==> src/hw/rtl/lrfs_pkg.sv <==
package lrfs_pkg;

  localparam int MaxSamples = 63;
  localparam int CntW = 6;

  localparam logic [2:0] CfgSpacing = 3'd0;
  localparam logic [2:0] CfgHTol    = 3'd1;
  localparam logic [2:0] CfgRAbs    = 3'd2;
  localparam logic [2:0] CfgRRel    = 3'd3;
  localparam logic [2:0] CfgClear   = 3'd4;

  localparam logic [1:0] ModeIdle   = 2'd0;
  localparam logic [1:0] ModeClear  = 2'd1;
  localparam logic [1:0] ModeGround = 2'd2;
  localparam logic [1:0] ModeHit    = 2'd3;

  typedef struct packed {
    logic signed [23:0] origin_x_mm;
    logic signed [23:0] origin_y_mm;
    logic signed [23:0] origin_z_mm;
    logic signed [15:0] dir_x;
    logic signed [15:0] dir_y;
    logic signed [15:0] dir_z;
    logic [15:0]        range_mm;
    logic               range_invalid;
  } ray_t;

  typedef struct packed {
    logic signed [23:0] point_x_mm;
    logic signed [23:0] point_y_mm;
    logic signed [23:0] point_z_mm;
    logic               height_valid;
    logic               cell_occupied;
    logic               last_of_ray;
  } sample_t;

  typedef struct packed {
    logic [2:0]  index;
    logic [15:0] data;
  } cfg_t;

  typedef struct packed {
    logic [11:0] spacing;
    logic [15:0] h_tol;
    logic [15:0] r_abs;
    logic [15:0] r_rel;
    logic [15:0] clear;
  } regs_t;

  // controller -> datapath
  typedef struct packed {
    logic load;      // latch ray, start classify
    logic gstep;     // advance ground test pipeline
    logic decide;    // set mode and limit
    logic calc;      // compute sample at cur_d
    logic advance;   // cur_d += spacing
    logic hit_pt;    // compute hit sample
  } dp_cmd_t;

  // datapath -> controller
  typedef struct packed {
    logic       in_range;  // 2*cur_d <= lim2
    logic [1:0] mode;
  } dp_stat_t;

  function automatic logic signed [23:0] rnd_sat(input logic signed [23:0] o,
                                                 input logic signed [33:0] p);
    logic [33:0] a;
    logic signed [35:0] q;
    logic signed [35:0] s;
    begin
      a = p[33] ? 34'(-p) : p;
      a = (a + 34'd16384) >> 15;
      q = p[33] ? -36'(a) : 36'(a);
      s = 36'(o) + q;
      if (s > 36'sd8388607) rnd_sat = 24'sh7fffff;
      else if (s < -36'sd8388608) rnd_sat = 24'sh800000;
      else rnd_sat = s[23:0];
    end
  endfunction

endpackage

==> src/hw/rtl/lrfs_ctrl.sv <==
module lrfs_ctrl import lrfs_pkg::*; (
  input  logic     clk,
  input  logic     rst,
  input  logic     in_valid,
  output logic     in_ready,
  output logic     out_valid,
  input  logic     out_ready,
  output logic     out_last,
  input  dp_stat_t stat,
  output dp_cmd_t  cmd
);

  localparam logic [2:0] SIdle = 3'd0, SG = 3'd1, SDec = 3'd2, SChk = 3'd3,
                         SOut = 3'd4, SHit = 3'd5;

  logic [2:0] state;
  logic [CntW-1:0] cnt;
  logic last_next;

  // free sample can be produced if in range and under cap
  logic more;
  assign more = stat.in_range && (cnt < CntW'(MaxSamples));

  assign in_ready = (state == SIdle);

  always_comb begin
    cmd.load    = in_valid && in_ready;
    cmd.gstep   = (state == SG);
    cmd.decide  = (state == SDec);
    cmd.calc    = (state == SChk) && more;
    cmd.advance = cmd.calc;
    cmd.hit_pt  = (state == SChk) && !more && (stat.mode == ModeHit);
  end

  always_ff @(posedge clk) begin
    if (rst) begin
      state <= SIdle;
      cnt <= '0;
      out_valid <= 1'b0;
    end else begin
      unique case (state)
        SIdle: if (cmd.load) state <= SG;
        SG: state <= SDec;
        SDec: begin
          cnt <= '0;
          state <= SChk;
        end
        SChk: begin
          if (more) begin
            cnt <= cnt + 1'b1;
            out_valid <= 1'b1;
            state <= SOut;
          end else if (stat.mode == ModeHit) begin
            out_valid <= 1'b1;
            state <= SHit;
          end else state <= SIdle;
        end
        SOut: if (out_ready) begin
          out_valid <= 1'b0;
          state <= SChk;
        end
        SHit: if (out_ready) begin
          out_valid <= 1'b0;
          state <= SIdle;
        end
        default: state <= SIdle;
      endcase
    end
  end

  // last: hit, or free sample whose successor will not exist
  always_comb begin
    last_next = 1'b0;
    if (state == SHit) last_next = 1'b1;
    else if (state == SOut)
      last_next = (stat.mode != ModeHit) &&
                  (!stat.in_range || cnt >= CntW'(MaxSamples));
  end
  assign out_last = last_next;

  a_out_state: assert property (@(posedge clk) disable iff (rst)
    out_valid |-> (state == SOut || state == SHit)) else $error("valid out of place");
  a_no_in: assert property (@(posedge clk) disable iff (rst)
    out_valid |-> !in_ready) else $error("ready while busy");
  a_cap: assert property (@(posedge clk) disable iff (rst)
    cnt <= CntW'(MaxSamples)) else $error("cap exceeded");

endmodule

==> config.mk <==
export PLATFORM = sky130hd
export DESIGN_NAME = lrfs_ctrl
export DESIGN_NICKNAME = d
export VERILOG_FILES = /design/src/hw/rtl/lrfs_pkg.sv /design/src/hw/rtl/lrfs_ctrl.sv
export SDC_FILE = /design/constraint.sdc
export NUM_CORES = 1
export LEC_CHECK = 0
export ABC_AREA = 1
export BUFFER_PORTS_ARGS = -buffer_cell sky130_fd_sc_hd__buf_4
export CAP_MARGIN = 10
export CORE_ASPECT_RATIO = 0.8
export CORE_UTILIZATION = 35
export CTS_BUF_LIST = sky130_fd_sc_hd__clkbuf_4 sky130_fd_sc_hd__clkbuf_8
export CTS_CLUSTER_SIZE = 16
export DETAILED_ROUTE_END_ITERATION = 12
export GPL_TIMING_DRIVEN = 0
export SYNTH_ARGS = -nofsm -noshare
export SYNTH_HDL_FRONTEND = slang
export SYNTH_SLANG_ARGS = --single-unit
==> constraint.sdc <==
create_clock -name clk -period 3.9 [get_ports clk]
set_input_delay 0.585 -clock clk [delete_from_list [all_inputs] [get_ports clk]]
set_output_delay 0.585 -clock clk [all_outputs]
set_load 0.01 [all_outputs]
# Word-level counts from Yosys, hierarchy flattened
# Index checks and enable logic that the tools add are counted.
# word_totals
register_bits,10
wordCells,49
# classes
order_cmp,2
n_reduce_logical,16
mux,14
eq_ne,13
n_addsub,1
# op_table
cell,count
$pmux W3 S6,1
$mux W3,5
$pmux W6 S2,1
$ne A2 B2 Y1 const B,4
$add A6 B1 Y6 const B,1
$eq A3 B2 Y1 const B,2
$eq A3 B3 Y1 const B,2
$ge A6 B6 Y1 const B,1
$logic_and A1 B1 Y1,6
$lt A6 B6 Y1 const B,1
$mux W6,1
$reduce_and A3 Y1,2
$mux W1,5
$ne A2 B1 Y1 const B,2
$reduce_bool A2 Y1,2
$eq A3 B1 Y1 const B,1
$logic_not A3 Y1,1
$ne A3 B2 Y1 const B,1
$eq A2 B2 Y1 const B,1
$logic_not A1 Y1,2
$pmux W1 S2,1
$reduce_and A2 Y1,1
$reduce_or A2 Y1,1
$logic_or A1 B1 Y1,1

# Depth between registers and ports, before layout
# Gate-level depths: netlist of run 1.
# depth
ltp_word,5
ltp_mapped,10
depth_no_buf,10

# Worst setup path after synthesis of run 1
# Ideal clock, no wire load.
# synth_path
path_type,reg-to-output
from,reg cnt[0]
to,out out_last
t_arrival_ps,1133
n_path_buf,0
path_stages_with_launch,8
setup_slack_ps,2182
path_cell_list,dfxtp_1 ha_1 nand2_1 nor2_2 nand2_1 nand2_1 nand2_1 a21oi_1
# synth_between
elab_chain_cells,5
# synth_rtl
element,line_no,rtl
"start, declared",lrfs_ctrl.sv:17,logic [CntW-1:0] cnt;
"start signal, assigned",lrfs_ctrl.sv:50,cnt <= cnt + 1'b1;
$ge A6 B6 Y1,lrfs_ctrl.sv:77,(!stat.in_range || cnt >= CntW'(MaxSamples));
$logic_or A1 B1 Y1,lrfs_ctrl.sv:77,
$logic_and A1 B1 Y1,lrfs_ctrl.sv:76,last_next = (stat.mode != ModeHit) &&
$mux W1,lrfs_ctrl.sv:75,else if (state == SOut)
$mux W1,lrfs_ctrl.sv:74,if (state == SHit) last_next = 1'b1;
"end, declared",lrfs_ctrl.sv:8,"output logic out_last,"
# Every way passes these cells.

# Final worst setup path of run 1
# Same ends and word-level chain as after synthesis.

==> results.yml, run 1 <==
sta:
  rsz0062_at_grt: "no"
  final.setup.tns_ns: 0
  hold_viol_final: 0
  setup_viol: 0
  setup_slack_ns: 1.73
  maxSlewHeadroom_pct: 84.5
  finClkSkew_ns: 0.00270
  final.min_clock_period_ns: 2.17
  worst_slew_pin_slew_ns: 0.233
  max_freq_mhz: 462
  final-max-slew-violation-count: 0
  finalCritPeriodShare_pct: 55.6
synthesis:
  synth_warnings: 0
  synth_flop_cell: "dfxtp_1"
  synthArstFlopShare_pct: 0
  synth_cells: 90
  synth-edff-count: 0
  syn_nets: 98
  ys_seq_area_share_pct: 34.3
  avgSynthCellArea_sq_um: 6.48
  synth_seq_cells: 10
  syn_area_sq_um: 583
  ys_types: 19
place:
  gp_congestion: 0.736
  dp_cells: 126
  dp_hpwl_microns: 971
  numPortBuffers: 15
  dpl_worst_slack_ns: 2.04
worst_setup_path:
  required_ns: 3.31
  slowest_stage: "dfxtp_1"
  cp_max_fo: 4
  critPathLaunchType: "flip-flop"
  crit_chain: "ha_1 > nand2_1 > nor2_2 > nand2_1 > nand2_1 > nand2_1 > a21oi_1 > buf_4"
  cpLargestDelayFamily: "simple AND/OR/NAND/NOR gates"
  max_stage_delay_ns: 0.37
  critPathArrivalTime_ns: 1.58
  worst-path-buf-inv: 1
  path_class: "reg -> out"
  cpMostUsedCell: "nand2_1"
  cp-end-kind: "output port"
final_layout:
  layout.cells.non_filler: 130
  register_area_sq_um: 200
  drive_above_1_share_pct: 28.4
  multiInputGateArea_sq_um: 315
  fillers: 169
  antennaDiodeCount: 0
  num-nets-final: 118
  syn_to_final_growth_pct: 30.0
global_route:
  overflow: 0
  grt_pass1_wl_mm: 1.99
  grtUsageTotal_pct: 16.1
  grt_max_degree: 8
  antenna_found_initial: 0
  grt_pass1_vias: 469
route:
  avgRoutedWirePerCell_microns: 9.13
  drt_iter0_drc: 8
  totalWireLength_mm: 1.19
  num_vias: 577
  antenna_left: 0
  via_per_inst: 4.44
  remaining_drc_errors: 0
  dr.pass1.iters: 4
clock_tree:
  htreeDepth: 1
  clk_pin_slew_worst_paths_ns: 0.07
  cts.repair.resized: 0
  cts.sink_count: 10
  post-cts-setup-buffers: 0
  cts_hold_buf: 0
  cts_buffer_depth: 2
  cts_tree: "built"
  numCtsBuffers: 3
  cts_root_buffer: "clkbuf_4"
  clkLatencyLatePin_ns: 0.26
power:
  power_mw: 0.263
  power_density_mw_per_mm2: 347
  ir_drop_mv: 0.196
  power.leakage_nw: 0.401
die:
  core.rowCount: 12
  dieArea_sq_mm: 0.00183
  io-pin-count: 16
  core_area_sq_mm: 0.00147
  dieWidth_microns: 47.6
  die_h_microns: 38.5
  initial_core_util_pct: 39.6
run:
  cap_viol_max_count: 0
outcome:
  status: "finished, final reports clean"
hold_path:
  min_path_type: "in -> reg"
[area by class of cell]
cell class | instances | area share [%]
buffer | 1 | 0.990
clock buffer | 4 | 4.79
tap | 21 | 3.47
timing repair buffer | 15 | 14.9
inverter | 16 | 7.92
sequential | 10 | 26.4
multi-input combinational | 63 | 41.6
[power by group]
group	leakage [nW]	total, mW	internal [mW]	switching (mW)
Clock	0.0210	0.0941	0.0567	0.0374
Sequential	0.0810	0.112	0.106	0.00553
Combinational	0.299	0.0578	0.0255	0.0323
[sequential cells by signal, indices dropped and copies added (netlist names)]
signal / flops
cnt: 6
state: 3
out_valid: 1
[cells by family (layout without fill, tap and decap cells)]
group / Yosys count / count (layout) / share of synthesized area (%)
and+or+nand+nor: 50 / 50 / 40.6
buffers and inverters: 17 / 36 / 11.6
AOI/OAI and AO/OA: 12 / 12 / 11.4
DFF: 10 / 10 / 34.3
adders and majority gates: 1 / 1 / 2.15
[metrics by stage]
stage                     util (%)  hold slack (ns)  cell area [sq um]
after floorplan                  -            0.458                583
after global placement        49.1            0.491                722
after detailed placement      49.1            0.490                722
after CTS                     51.5            0.492                758
after global routing          51.5            0.495                758
final                         51.5            0.504                758
[placed cells by master (no fill, tap or decap), drive strengths merged]
cell / Yosys / final
inv: 16 / 16
nand3: 7 / 7
nand2: 26 / 26
nor2: 15 / 15
o21ai: 4 / 4
a21oi: 7 / 7
buf: 1 / 16
clkbuf: 0 / 4
nor3: 2 / 2
ha: 1 / 1
a21boi: 1 / 1
dfxtp: 10 / 10
[metal layers]
layer	global-route usage (%)	wire (microns)
met5	0	0
met4	4.17	11
met3	7.08	53
met1	23.0	645
met2	21.6	476
[cell usage after synthesis (2+ instances only)]
cell / instances / share of area (%)
inv_1: 12 / 7.7
nand3_1: 5 / 4.3
dfxtp_1: 10 / 34
nand2_1: 24 / 15
o21ai_1: 4 / 3.4
inv_2: 4 / 2.6
nor3_1: 2 / 1.7
a21oi_1: 6 / 5.2
nor2_1: 13 / 8.4
[worst paths after layout]
kind | to | slack (ns) | depth (start not counted) | startpoint
setup reg to reg | cnt[5]$_SDFFE_PP0P_ | 2.52 | 8 | cnt[0]$_SDFFE_PP0P_
setup / recovery | out_last | 1.73 | 8 | cnt[0]$_SDFFE_PP0P_
hold / removal | cnt[1]$_SDFFE_PP0P_ | 0.50 | 2 | rst
hold reg to reg | cnt[2]$_SDFFE_PP0P_ | 0.51 | 2 | cnt[2]$_SDFFE_PP0P_
Note: power is estimated with default switching activity, not from simulation.
==> inputs of run 2 (changes only) <==
Settings changed: ABC_AREA 1 to 0.
Clock period 3.9 ns to 2.1 ns, I/O delays scaled along.
==> run 2 against run 1 <==
Sequential cell count unchanged. Worst hold slack worse by 0.18 ns. Synthesized cell count down 16%. Setup slack worse by 1.6 ns. Largest cell class unchanged. Largest power group unchanged.
==> results.yml, run 2 <==
clock_tree:
  cts_hold_buf: 0
  cts.sink_count: 10
  clkLatencyLatePin_ns: 0.26
  cts_root_buffer: "clkbuf_4"
  cts_tree: "built"
  numCtsBuffers: 3
  cts_buffer_depth: 2
  htreeDepth: 1
  post-cts-setup-buffers: 0
  clk_pin_slew_worst_paths_ns: 0.06
  cts.repair.resized: 0
final_layout:
  final_common_cell: "buf_4"
  syn_to_final_growth_pct: 25.6
  fillers: 143
  largestRegisters: "cnt (6), state (3), out_valid (1)"
  largest_reg_flops: 6
  fin_area_sq_um: 754
  largest_register: "cnt"
  layout_common_cells: "15 x buf_4, 10 x dfxtp_1, 7 x nand2_1, 7 x nor2_1, 7 x a21oi_1"
  final_util_pct: 50.8
  num-nets-final: 103
  drive_above_1_share_pct: 30.1
  antennaDiodeCount: 0
die:
  die_h_microns: 39.1
  core.rowCount: 12
  io-pin-count: 16
  dieArea_sq_mm: 0.00189
  initial_core_util_pct: 40.4
  core_area_sq_mm: 0.00149
  dieWidth_microns: 48.3
route:
  totalWireLength_mm: 1.31
  via_per_inst: 5.16
  dr.pass1.iters: 4
  remaining_drc_errors: 0
  drt_iter0_drc: 8
  antenna_left: 0
  avgRoutedWirePerCell_microns: 11.5
  num_vias: 588
sta:
  worst_slew_pin_slew_ns: 0.608
  maxSlewHeadroom_pct: 59.4
  rsz0062_at_grt: "no"
  setup_viol: 0
  final.min_clock_period_ns: 1.94
  finClkSkew_ns: 0.000174
  final.setup.tns_ns: 0
  hold_viol_final: 0
  max_freq_mhz: 515
  final-max-slew-violation-count: 0
  finalCritPeriodShare_pct: 92.4
synthesis:
  synth-edff-count: 0
  synth_flop_cell: "dfxtp_1"
  synthArstFlopShare_pct: 0
  yosysMostFrequentCell: "dfxtp_1"
  ys_types: 34
  syn_nets: 84
  synth_seq_cells: 10
  avgSynthCellArea_sq_um: 7.90
  synth_cells: 76
  syn_area_sq_um: 601
  synthTopCellsByCount: "10 x dfxtp_1, 7 x a21oi_1, 7 x nand2_1, 7 x nor2_1, 5 x nand3b_1"
  ys_seq_area_share_pct: 33.3
  yosysTopAreaCellShare_pct: 33.3
  synth_warnings: 0
  synth_area_leader_cell: "dfxtp_1"
  synth_area_leaders: "dfxtp_1 33%, nand3b_1 6.3%, a21oi_1 5.8%"
run:
  cap_viol_max_count: 0
worst_setup_path:
  path_class: "reg -> out"
  cp-end-kind: "output port"
  critPathArrivalTime_ns: 1.63
  slowest_stage: "dfxtp_1"
  max_stage_delay_ns: 0.37
  crit_chain: "ha_1 > nand3_2 > o21ai_1 > a21oi_1 > nor3b_1 > buf_4"
  cp_max_fo: 5
  required_ns: 1.78
  critPathLaunchType: "flip-flop"
place:
  gp_congestion: 0.757
  dp_hpwl_mm: 1.02
  numPortBuffers: 14
  placed_area_sq_um: 732
power:
  power_density_mw_per_mm2: 565
  power_switching_mw: 0.116
  internal-power_mw: 0.310
  combPwrFrac_pct: 23.5
  ir_drop_mv: 0.361
  seqPwrFrac_pct: 47.1
  power.leakage_nw: 0.322
  sw_frac_of_total_pct: 27.1
  power_frac_clock_pct: 29.4
global_route:
  grt_pass1_wl_mm: 2.17
  grt_max_degree: 11
  grt_pass1_vias: 491
  grtUsageTotal_pct: 15.9
  antenna_found_initial: 0
  overflow: 0
hold_path:
  min_path_type: "in -> reg"
outcome:
  status: "finished, final reports clean"
## run 2: changes by cell type after synthesis, moves of 3 or more
cell      previous run  this run
inv_2                4         1
o21ai_1              4         1
nor3b_1              0         3
nor2_1              13         7
buf_2                0         3
inv_1               12         3
nand2_1             24         7
nand3_1              5         1
nand3b_1             0         5
## run 2: critical path, delay by kind of cell, from the launching register on
family                     cells  cell delay [ns]
and+or+nand+nor                2             0.32
DFF                            1             0.37
adders and majority gates      1             0.22
AOI/OAI and AO/OA              2             0.30
buffers and inverters          1             0.15
## run 2: kinds of logic after synthesis
| logic type | Yosys count | share of synthesized area [%] |
|---|---|---|
| DFF | 10 | 33.3 |
| muxes | 1 | 1.67 |
| xor gates and xnor gates | 2 | 2.92 |
| buffers and inverters | 9 | 6.87 |
| AOI/OAI and AO/OA | 17 | 18.7 |
| and+or+nand+nor | 36 | 34.4 |
| adders and majority gates | 1 | 2.08 |
## run 2: final cells by class
cell class	instances	area (sq um)	share of cell area, %
flip-flops and latches	10	200	26.5
plain buffers	5	26.3	3.48
well taps	21	26.3	3.48
multi-input cells	57	359	47.6
inverters	4	15.0	1.99
clock buffers	3	22.5	2.99
repair buffers	14	105	13.9
## run 2: path summary, 6_finish.rpt
| check | slack, ns | end | startpoint | cells past startpoint |
|---|---|---|---|---|
| setup / recovery | 0.16 | out_last | cnt[0]$_SDFFE_PP0P_ | 6 |
| hold / removal | 0.33 | state[2]$_SDFFE_PP0P_ | in_valid | 3 |
| setup reg to reg | 0.65 | out_valid$_SDFFE_PP0P_ | cnt[0]$_SDFFE_PP0P_ | 6 |
| hold reg to reg | 0.46 | out_valid$_SDFFE_PP0P_ | out_valid$_SDFFE_PP0P_ | 2 |
## run 2: power by group through the flow
stage               Clock (mW)  Sequential, mW  Combinational (mW)
CTS                      0.130           0.201               0.101
floorplan                    0           0.204              0.0618
detailed placement           0           0.205               0.100
finish                   0.125           0.201               0.100
global route             0.135           0.202               0.111
global placement             0           0.205              0.0994
## run 2: through the flow
stage / std cells / hold WS (ns) / power [mW] / setup slack (ns)
2_1_floorplan: 76 / 0.456 / 0.266 / 0.566
4_1_cts: 114 / 0.323 / 0.431 / 0.153
5_1_grt: 114 / 0.358 / 0.447 / 0.0264
3_5_place_dp: 111 / 0.460 / 0.305 / 0.445
3_3_place_gp: 111 / 0.451 / 0.304 / 0.450
6_report: 114 / 0.328 / 0.426 / 0.159
## run 2: layer usage
layer	vias up	GRT usage, %	routed length (microns)
met1	269	21.0	682
li1	302	-	-
met3	0	7.06	79
met5	-	0	0
met4	0	2.21	0
met2	17	24.3	552
